File: src/design/shp_pkg.sv
// Shared types and constants for the Serial Wire Debug host physical layer.
package shp_pkg;

    // Command codes
    localparam logic [2:0] OP_ENABLE     = 3'd0;
    localparam logic [2:0] OP_LINE_RESET = 3'd1;
    localparam logic [2:0] OP_SELECT     = 3'd2;
    localparam logic [2:0] OP_IDLE       = 3'd3;
    localparam logic [2:0] OP_REQUEST    = 3'd4;
    localparam logic [2:0] OP_TURNAROUND = 3'd5;
    localparam logic [2:0] OP_READ       = 3'd6;
    localparam logic [2:0] OP_WRITE      = 3'd7;

    // Protocol constants
    localparam int          WORD_BITS   = 32;
    localparam int          TARGET_BITS = WORD_BITS + 1;
    localparam int          REQ_BITS    = 8;
    localparam int          ACK_BITS    = 3;
    localparam int          SELECT_BITS = 16;
    localparam logic [15:0] SELECT_SEQ  = 16'hE79E;

    // Packed widths of the stream payloads
    localparam int IN_DATA_W  = 80;
    localparam int OUT_DATA_W = 40;

    // Controls from the sequencer to the shift registers
    typedef struct packed {
        logic load;
        logic tx_shift;
        logic rx_shift;
    } dp_ctrl_t;

endpackage

File: src/design/shp_tx.sv
// Transmit shift register with a running even-parity accumulator.
module shp_tx (
    input  logic                              clk,
    input  shp_pkg::dp_ctrl_t                 ctrl,
    input  logic [shp_pkg::WORD_BITS-1:0]     load_value,
    output logic                              tx_bit,
    output logic                              tx_parity
);
    import shp_pkg::*;

    logic [WORD_BITS-1:0] shift_reg;
    logic [WORD_BITS-1:0] shift_next;
    logic                 par_reg;
    logic                 par_next;

    // Load at command start, then move one bit out per SWCLK cycle.
    always_comb
    begin
        shift_next = shift_reg;
        par_next   = par_reg;
        if (ctrl.load)
        begin
            shift_next = load_value;
            par_next   = 1'b0;
        end
        else if (ctrl.tx_shift)
        begin
            shift_next = {1'b0, shift_reg[WORD_BITS-1:1]};
            par_next   = par_reg ^ shift_reg[0];
        end
    end

    always_ff @(posedge clk)
    begin
        shift_reg <= shift_next;
        par_reg   <= par_next;
    end

    assign tx_bit    = shift_reg[0];
    assign tx_parity = par_reg;

endmodule

File: src/design/shp_rx.sv
// Receive path: target bit source, sampled word shift register and parity.
module shp_rx (
    input  logic                              clk,
    input  shp_pkg::dp_ctrl_t                 ctrl,
    input  logic [shp_pkg::TARGET_BITS-1:0]   target_bits,
    output logic                              in_bit,
    output logic [shp_pkg::WORD_BITS-1:0]     data_word,
    output logic                              rx_parity
);
    import shp_pkg::*;

    logic [TARGET_BITS-1:0] src_reg;
    logic [TARGET_BITS-1:0] src_next;
    logic [WORD_BITS-1:0]   data_reg;
    logic [WORD_BITS-1:0]   data_next;
    logic                   par_reg;
    logic                   par_next;

    // The target's bits arrive LSB first; each sampled bit enters the word at the top.
    always_comb
    begin
        src_next  = src_reg;
        data_next = data_reg;
        par_next  = par_reg;
        if (ctrl.load)
        begin
            src_next = target_bits;
            par_next = 1'b0;
        end
        else if (ctrl.rx_shift)
        begin
            src_next  = {1'b0, src_reg[TARGET_BITS-1:1]};
            data_next = {src_reg[0], data_reg[WORD_BITS-1:1]};
            par_next  = par_reg ^ src_reg[0];
        end
    end

    always_ff @(posedge clk)
    begin
        src_reg  <= src_next;
        data_reg <= data_next;
        par_reg  <= par_next;
    end

    assign in_bit    = src_reg[0];
    assign data_word = data_reg;
    assign rx_parity = par_reg;

endmodule

File: src/design/swd_host_phy.sv
// Top level of the Serial Wire Debug host physical layer: sequencer, pin state and output stage.
//
// Usage: one command enters on the s_ side as a transaction; the block then
// gives one result transaction per SWCLK cycle on the m_ side, the final one
// marked by m_tlast and, for a request or a read, carrying the acknowledge or read data.
// The results of a command number 1 for enable or turnaround, LINE_RESET_CYCLES
// for line reset, 16 for select, IDLE_BITS for idle, 12 for request and 33 for
// read or write. An accepted command is first registered in the sequencer,
// and each step of the sequencer then registers one result in the output
// stage. The cycle counter of the sequencer counts the steps; in the commands
// that shift, one bit moves through the transmit or the receive shift register
// per cycle while the receiver does not stall.
// s_tready is high only while no command is in progress.
// Reset clears the pin state (SWDIO low and floating, SWCLK floating), the
// busy flag of the sequencer and the valid flag of the output stage.
// When the receiver holds m_tready low, the registered result stays and the
// sequencer waits; no result is lost or repeated.
module swd_host_phy #(
    parameter int LINE_RESET_CYCLES = 50,
    parameter int IDLE_BITS         = 9
) (
    input  logic                              clk,
    input  logic                              rst_n,
    input  logic                              s_tvalid,
    output logic                              s_tready,
    // operation[2:0], direction_flag[3], request_byte[11:4], write_value[43:12],
    // target_bits[76:44], zero padding[79:77]
    input  logic [shp_pkg::IN_DATA_W-1:0]     s_tdata,
    output logic                              m_tvalid,
    input  logic                              m_tready,
    // clock_pulse[0], swdio_level[1], swdio_drive[2], swclk_drive[3],
    // ack_code[6:4], read_data[38:7], parity_ok[39]
    output logic [shp_pkg::OUT_DATA_W-1:0]    m_tdata,
    output logic                              m_tlast
);
    import shp_pkg::*;

    localparam int MAX_A   = (LINE_RESET_CYCLES > IDLE_BITS) ? LINE_RESET_CYCLES : IDLE_BITS;
    localparam int MAX_LEN = (MAX_A > TARGET_BITS) ? MAX_A : TARGET_BITS;
    localparam int CNT_W   = $clog2(MAX_LEN);

    localparam logic [CNT_W-1:0] LR_LAST   = CNT_W'(LINE_RESET_CYCLES - 1);
    localparam logic [CNT_W-1:0] IDLE_LAST = CNT_W'(IDLE_BITS - 1);
    localparam logic [CNT_W-1:0] SEL_LAST  = CNT_W'(SELECT_BITS - 1);
    localparam logic [CNT_W-1:0] REQ_TURN  = CNT_W'(REQ_BITS);
    localparam logic [CNT_W-1:0] REQ_LAST  = CNT_W'(REQ_BITS + ACK_BITS);
    localparam logic [CNT_W-1:0] WORD_LAST = CNT_W'(WORD_BITS);

    // Input fields
    logic [2:0]             in_op;
    logic                   in_flag;
    logic [REQ_BITS-1:0]    in_req;
    logic [WORD_BITS-1:0]   in_wval;
    logic [TARGET_BITS-1:0] in_tbits;

    assign in_op    = s_tdata[2:0];
    assign in_flag  = s_tdata[3];
    assign in_req   = s_tdata[11:4];
    assign in_wval  = s_tdata[43:12];
    assign in_tbits = s_tdata[76:44];

    // Sequencer and pin state
    logic             busy_reg,  busy_next;
    logic [2:0]       op_reg,    op_next;
    logic             flag_reg,  flag_next;
    logic [CNT_W-1:0] cnt_reg,   cnt_next;
    logic             lvl_reg,   lvl_next;
    logic             dd_reg,    dd_next;
    logic             cd_reg,    cd_next;

    // Output stage
    logic                 ov_reg,    ov_next;
    logic                 oclk_reg,  oclk_next;
    logic                 olvl_reg,  olvl_next;
    logic                 odrv_reg,  odrv_next;
    logic                 ocd_reg,   ocd_next;
    logic [ACK_BITS-1:0]  oack_reg,  oack_next;
    logic [WORD_BITS-1:0] odata_reg, odata_next;
    logic                 ook_reg,   ook_next;
    logic                 olast_reg, olast_next;

    logic                 accept;
    logic                 step;
    dp_ctrl_t             ctrl;
    logic [WORD_BITS-1:0] tx_load;
    logic                 tx_bit;
    logic                 tx_parity;
    logic                 in_bit;
    logic [WORD_BITS-1:0] data_word;
    logic                 rx_parity;

    assign s_tready = !busy_reg;
    assign accept   = s_tvalid && !busy_reg;
    assign step     = busy_reg && (!ov_reg || m_tready);

    // Word that the transmit register starts from, chosen by the command.
    always_comb
    begin
        case (in_op)
            OP_SELECT:  tx_load = WORD_BITS'(SELECT_SEQ);
            OP_REQUEST: tx_load = WORD_BITS'(in_req);
            OP_WRITE:   tx_load = in_wval;
            default:    tx_load = '0;
        endcase
    end

    shp_tx u_tx (
        .clk        (clk),
        .ctrl       (ctrl),
        .load_value (tx_load),
        .tx_bit     (tx_bit),
        .tx_parity  (tx_parity)
    );

    shp_rx u_rx (
        .clk         (clk),
        .ctrl        (ctrl),
        .target_bits (in_tbits),
        .in_bit      (in_bit),
        .data_word   (data_word),
        .rx_parity   (rx_parity)
    );

    // One SWCLK cycle of the current command per step.
    always_comb
    begin
        busy_next  = busy_reg;
        op_next    = op_reg;
        flag_next  = flag_reg;
        cnt_next   = cnt_reg;
        lvl_next   = lvl_reg;
        dd_next    = dd_reg;
        cd_next    = cd_reg;
        ov_next    = ov_reg && !m_tready;
        oclk_next  = oclk_reg;
        olvl_next  = olvl_reg;
        odrv_next  = odrv_reg;
        ocd_next   = ocd_reg;
        oack_next  = oack_reg;
        odata_next = odata_reg;
        ook_next   = ook_reg;
        olast_next = olast_reg;
        ctrl       = '0;

        if (accept)
        begin
            busy_next = 1'b1;
            op_next   = in_op;
            flag_next = in_flag;
            cnt_next  = '0;
            ctrl.load = 1'b1;
        end
        else if (step)
        begin
            ov_next    = 1'b1;
            oclk_next  = 1'b1;
            oack_next  = '0;
            odata_next = '0;
            ook_next   = 1'b0;
            olast_next = 1'b0;
            odrv_next  = dd_reg;
            cnt_next   = cnt_reg + 1'b1;
            case (op_reg)
                OP_ENABLE:
                begin
                    oclk_next  = 1'b0;
                    olast_next = 1'b1;
                    dd_next    = flag_reg;
                    cd_next    = flag_reg;
                    if (flag_reg)
                    begin
                        lvl_next = 1'b1;
                    end
                    odrv_next = flag_reg;
                end
                OP_LINE_RESET:
                begin
                    lvl_next   = 1'b1;
                    olast_next = (cnt_reg == LR_LAST);
                end
                OP_SELECT:
                begin
                    lvl_next      = tx_bit;
                    ctrl.tx_shift = 1'b1;
                    olast_next    = (cnt_reg == SEL_LAST);
                end
                OP_IDLE:
                begin
                    lvl_next   = 1'b0;
                    olast_next = (cnt_reg == IDLE_LAST);
                end
                OP_REQUEST:
                begin
                    if (cnt_reg < REQ_TURN)
                    begin
                        lvl_next      = tx_bit;
                        ctrl.tx_shift = 1'b1;
                    end
                    else if (cnt_reg == REQ_TURN)
                    begin
                        lvl_next  = 1'b1;
                        dd_next   = 1'b0;
                        odrv_next = 1'b0;
                    end
                    else
                    begin
                        ctrl.rx_shift = 1'b1;
                        if (cnt_reg == REQ_LAST)
                        begin
                            olast_next = 1'b1;
                            oack_next  = {in_bit, data_word[WORD_BITS-1:WORD_BITS-2]};
                        end
                    end
                end
                OP_TURNAROUND:
                begin
                    lvl_next   = 1'b1;
                    odrv_next  = 1'b0;
                    dd_next    = flag_reg;
                    olast_next = 1'b1;
                end
                OP_READ:
                begin
                    ctrl.rx_shift = 1'b1;
                    if (cnt_reg == WORD_LAST)
                    begin
                        olast_next = 1'b1;
                        odata_next = data_word;
                        ook_next   = (in_bit == rx_parity);
                    end
                end
                default:
                begin
                    if (cnt_reg == WORD_LAST)
                    begin
                        lvl_next   = tx_parity;
                        olast_next = 1'b1;
                    end
                    else
                    begin
                        lvl_next      = tx_bit;
                        ctrl.tx_shift = 1'b1;
                    end
                end
            endcase
            olvl_next = lvl_next;
            ocd_next  = cd_next;
            if (olast_next)
            begin
                busy_next = 1'b0;
            end
        end
    end

    // Control state
    always_ff @(posedge clk or negedge rst_n)
    begin
        if (!rst_n)
        begin
            busy_reg <= 1'b0;
            lvl_reg  <= 1'b0;
            dd_reg   <= 1'b0;
            cd_reg   <= 1'b0;
            ov_reg   <= 1'b0;
        end
        else
        begin
            busy_reg <= busy_next;
            lvl_reg  <= lvl_next;
            dd_reg   <= dd_next;
            cd_reg   <= cd_next;
            ov_reg   <= ov_next;
        end
    end

    // Command and result payload
    always_ff @(posedge clk)
    begin
        op_reg    <= op_next;
        flag_reg  <= flag_next;
        cnt_reg   <= cnt_next;
        oclk_reg  <= oclk_next;
        olvl_reg  <= olvl_next;
        odrv_reg  <= odrv_next;
        ocd_reg   <= ocd_next;
        oack_reg  <= oack_next;
        odata_reg <= odata_next;
        ook_reg   <= ook_next;
        olast_reg <= olast_next;
    end

    assign m_tvalid = ov_reg;
    assign m_tlast  = olast_reg;
    assign m_tdata  = {ook_reg, odata_reg, oack_reg, ocd_reg, odrv_reg, olvl_reg, oclk_reg};

`ifndef ASSERT_OFF
    // Sampled acknowledge and read data appear only on the final result of a command.
    assert property (@(posedge clk) disable iff (!rst_n)
        (m_tvalid && !m_tlast) |-> (m_tdata[39:4] == '0))
        else $error("sampled fields set on a result that is not final");

    // Only an enable gives a result without a clock pulse, and it is a single result.
    assert property (@(posedge clk) disable iff (!rst_n)
        (m_tvalid && !m_tdata[0]) |-> m_tlast)
        else $error("pin update without clock is not a final result");

    // A command once accepted holds off the next one.
    assert property (@(posedge clk) disable iff (!rst_n)
        (s_tvalid && s_tready) |=> !s_tready)
        else $error("input taken again straight after a command");

    // A registered result holds while the receiver stalls.
    assert property (@(posedge clk) disable iff (!rst_n)
        (m_tvalid && !m_tready) |=> (m_tvalid && $stable(m_tdata) && $stable(m_tlast)))
        else $error("stalled result changed");
`endif

endmodule

File: config.mk
export PLATFORM = sky130hd
export DESIGN_NAME = swd_host_phy
export DESIGN_NICKNAME = d
export VERILOG_FILES = /design/src/design/shp_pkg.sv /design/src/design/shp_tx.sv /design/src/design/shp_rx.sv /design/src/design/swd_host_phy.sv
export SDC_FILE = /design/constraint.sdc
export NUM_CORES = 1
export LEC_CHECK = 0
export CORE_ASPECT_RATIO = 0.8
export CORE_UTILIZATION = 63
export CTS_CLUSTER_DIAMETER = 120
export DETAILED_ROUTE_END_ITERATION = 12
export DONT_BUFFER_PORTS = 1
export HOLD_SLACK_MARGIN = 0.15
export PLACE_DENSITY = 0.75
export SKIP_CTS_REPAIR_TIMING = 1
export SLEW_MARGIN = 20
export SYNTH_ARGS = -nofsm -noshare
export SYNTH_HDL_FRONTEND = slang
export SYNTH_HIERARCHICAL = 1
export SYNTH_SLANG_ARGS = --single-unit
File: constraint.sdc
create_clock -name clk -period 4 [get_ports clk]
set_clock_uncertainty 0.1 [all_clocks]
set_input_delay 0.2 -clock clk [delete_from_list [all_inputs] [get_ports clk]]
set_output_delay 0.2 -clock clk [all_outputs]
set_load 0.01 [all_outputs]
==> impl_results.md <==
* TritonCTS clock tree: done
* Full die area at 11500 µm²
* Headroom to the max-slew limit at approximately 49%
* Hold/Removal Path Class: primary input to flip-flop
* Number of buffers on the longest clock path at 2
* DRC Markers at 0
* Pin slew with the least headroom to its limit at 772 ps
* Die width at 120 µm
* Sum of overflow across all layers after global routing at 0
* Num ports at 127
* Post-synth EDFFs at 142
* Clock buffer count from CTS at 17
* Number of port buffers at 0
* Setup_tns at 0 ps
* Synth top area cells: edfxtp_1, mux2_4, and2_1
* Ratio of cells with drive above 1 in the final layout at 22.4%
* Dominant cell by count in the synthesized netlist: edfxtp_1
* Worst IR Drop VDD at 0.309 mV
* Vias after detailed routing at just under 4000
* WP data arrival at 2600 ps
* Detailed-placement wirelength estimate at 7120 µm
* Number of sinks on the clock net at roughly 160
* GR Util All Layers at between 20% and 30%
* Largest register FFs at 33
* Clock-pin slew on the worst setup and hold paths at approximately 60 ps
* Nets at slightly below 600
* Core Rows at 33
* Overall routed net length at 13000 µm
* Largest stage delay on the critical path at 710 ps
* Min Clock Period, post-route at ~2700 ps
* Kind of end point of the critical path: flip-flop
* Highest fanout seen on the critical path at 33
* Area of the mapped netlist at 6980 µm²
* Final clock period utilization by the worst path at 66.4%
* Sort of element at the start of the critical path: flip-flop
* F_max at 377 MHz
* Die Height at 96.1 µm
* Met3 layer wire length in the routed design at 766 µm
* Clk_lat worst skew at 420 ps
* Total power at 4.25 mW
* Core region area at 10500 µm²
* Synth area leader: edfxtp_1
* Fin. Hold Viols at 0
* CP required at 3950 ps
* Yosys reg bits at ~160
* Routed vias/inst at 5.83
* Top-area cell type share of the netlist area at 61.1%
* Max-Cap Viols at 0
* Wire length of the first global-routing pass at 18200 µm
* H-tree level count at 4
* First-pass detailed-route iteration total at 5
* Initial cell density of the core at 66.5%
* Last weighted congestion value of the routability-driven placer at 0.856
* Slowest cell on the critical path: or2_2
* Number of global-route vias before repair at 3392
* Seq/Total Area, Yosys at 65.2%
* Root buffer cell: clkbuf_16
* Area growth, synth to finish at 18.2%
* Number of DRC markers in iteration 0 at about 310
* Layout filler cell count at 572
* Async SR Flop Fraction at 3.23%
* Series of cell instances along the critical path: inv_1, ha_1, nand2b_4, a2111oi_0, nor3_1, or2_2
* Leakage at 2.97 nW
* Wirelength per Cell at 19.8 µm
* Setup violation total in the final timing report at 0
* Number of antenna violations at the first check in global routing at 0
* Maximum number of pins on one net before global-route repair at 47
* Cell variety after synth at between 50 and 60
* # diodes at 0
* Worst Path Class, Setup: flip-flop to flip-flop
* Wire length on met2 at 6290 µm
* Seq. cell area at between 4000 and 5000 µm²
* Most frequent cells after synthesis: edfxtp_1, and2_1, mux2_4, nor2_1, mux2_2
* Power density over the cells at 515 nW/µm²
* ANT nets after route at 0
* Total area of multi-input combinational cells at about 2100 µm²
* Synthesis Warnings at 6
* Synthesized area per cell at 15.9 µm²
* Gate Count Post-Synth at 440
* Post-synth net total at 526
* Most common flop cell mapped by yosys: edfxtp_1
* Result of the run: finished clean
* Met1 routed wirelength after detailed routing at between 5000 and 6000 µm
* Final-report max-slew violation count at 0
* Setup repair after global routing missed its margin: false
* Top layer reached by signal wires: met4
==> path summary, 6_finish.rpt <==
kind | from | endpoint | slack [ps] | cells past startpoint
hold reg to reg | u_rx/data_word[7]$_DFFE_PP_ | u_rx/data_word[6]$_DFFE_PP_ | 340 | 0
min in group asynchronous | rst_n | lvl_reg$_DFFE_PN0P_ | 550 | 2
hold / removal | s_tdata[19] | u_tx/shift_reg[7]$_DFFE_PP_ | 120 | 3
setup reg to reg | cnt_reg[0]$_SDFFE_PP0P_ | u_rx/src_reg[9]$_DFFE_PP_ | 1340 | 6
setup / recovery | cnt_reg[0]$_SDFFE_PP0P_ | u_rx/src_reg[9]$_DFFE_PP_ | 1340 | 6
max in group asynchronous | rst_n | m_tvalid$_DFF_PN0_ | 3020 | 2
==> layer usage <==
layer	track usage, %	vias to the layer above
met1	28.7	1907
met5	0	-
met3	7.29	21
li1	-	1751
met2	33.7	165
met4	7.29	0
==> power by group <==
group / total (mW) / leakage (nW) / internal, mW / switching (mW)
combinational: 0.475 / 1.21 / 0.251 / 0.223
clock: 1.69 / 0.294 / 1.03 / 0.661
sequential: 2.09 / 1.47 / 1.97 / 0.120
total: 4.25 / 2.97 / 3.25 / 1.00
==> area by class of cell <==
class,count,area share (%)
Inverter,5,0.228
Clock buffer,21,5.58
Timing Repair Buffer,75,8.98
Sequential cell,155,55.1
Multi-Input combinational cell,252,26.0
Clock inverter,11,1.96
Tap cell,140,2.12
==> cells in the final DEF, fill, tap and decap left out, drive strengths merged, types with 2 or more instances in the layout <==
cell,synthesis,layout
dfxtp,8,8
a21oi,13,13
dfrtp,5,5
ha,2,2
nor3b,3,3
or2,4,4
nand3b,4,4
a21bo,2,2
o22a,2,2
o21ai,11,11
clkinvlp,0,3
dlygate4sd3,0,71
or3,3,3
inv,5,8
and2,60,60
buf,20,4
clkbuf,8,21
nor2,15,15
edfxtp,142,142
bufinv,0,3
nand2b,5,5
a22oi,8,8
nand2,11,11
nor2b,10,10
and3,2,2
clkinv,0,2
mux2,66,66
nor3,5,5
nand3,2,2
a32oi,2,2
xor2,3,3
nand4,4,4
==> stage by stage <==
step	std cells	area (µm²)	setup slack (ps)	hold WS [ps]	utilization (%)
global placement	556	6920	1450	-195	66.0
CTS	588	7540	1370	-645	71.9
floorplan	440	6980	808	-196	-
detailed placement	556	6920	1370	-195	66.0
global route	659	8250	1170	166	78.7
finish	659	8250	1340	124	78.7
==> logic make-up (layout without fill, tap and decap cells) <==
logic type	count (synthesis)	after routing	share of synthesized area, %
compound gates	48	48	4.61
xor+xnor	4	4	0.502
fa+ha+maj	2	2	0.358
buf+inv	33	112	4.25
flops	155	155	65.2
mux	66	66	13.5
simple gates	132	132	11.6
==> critical path, delay by kind of cell, from the launching register on <==
| kind | cells | cell delay (ps) |
|---|---|---|
| AO/OA/AOI/OAI | 1 | 100 |
| flip-flops | 1 | 410 |
| adder cells (fa/ha/maj) | 1 | 280 |
| AND/OR/NAND/NOR | 3 | 1290 |
| buffers and inverters | 1 | 90 |
Power figures use the tool's default switching activity.
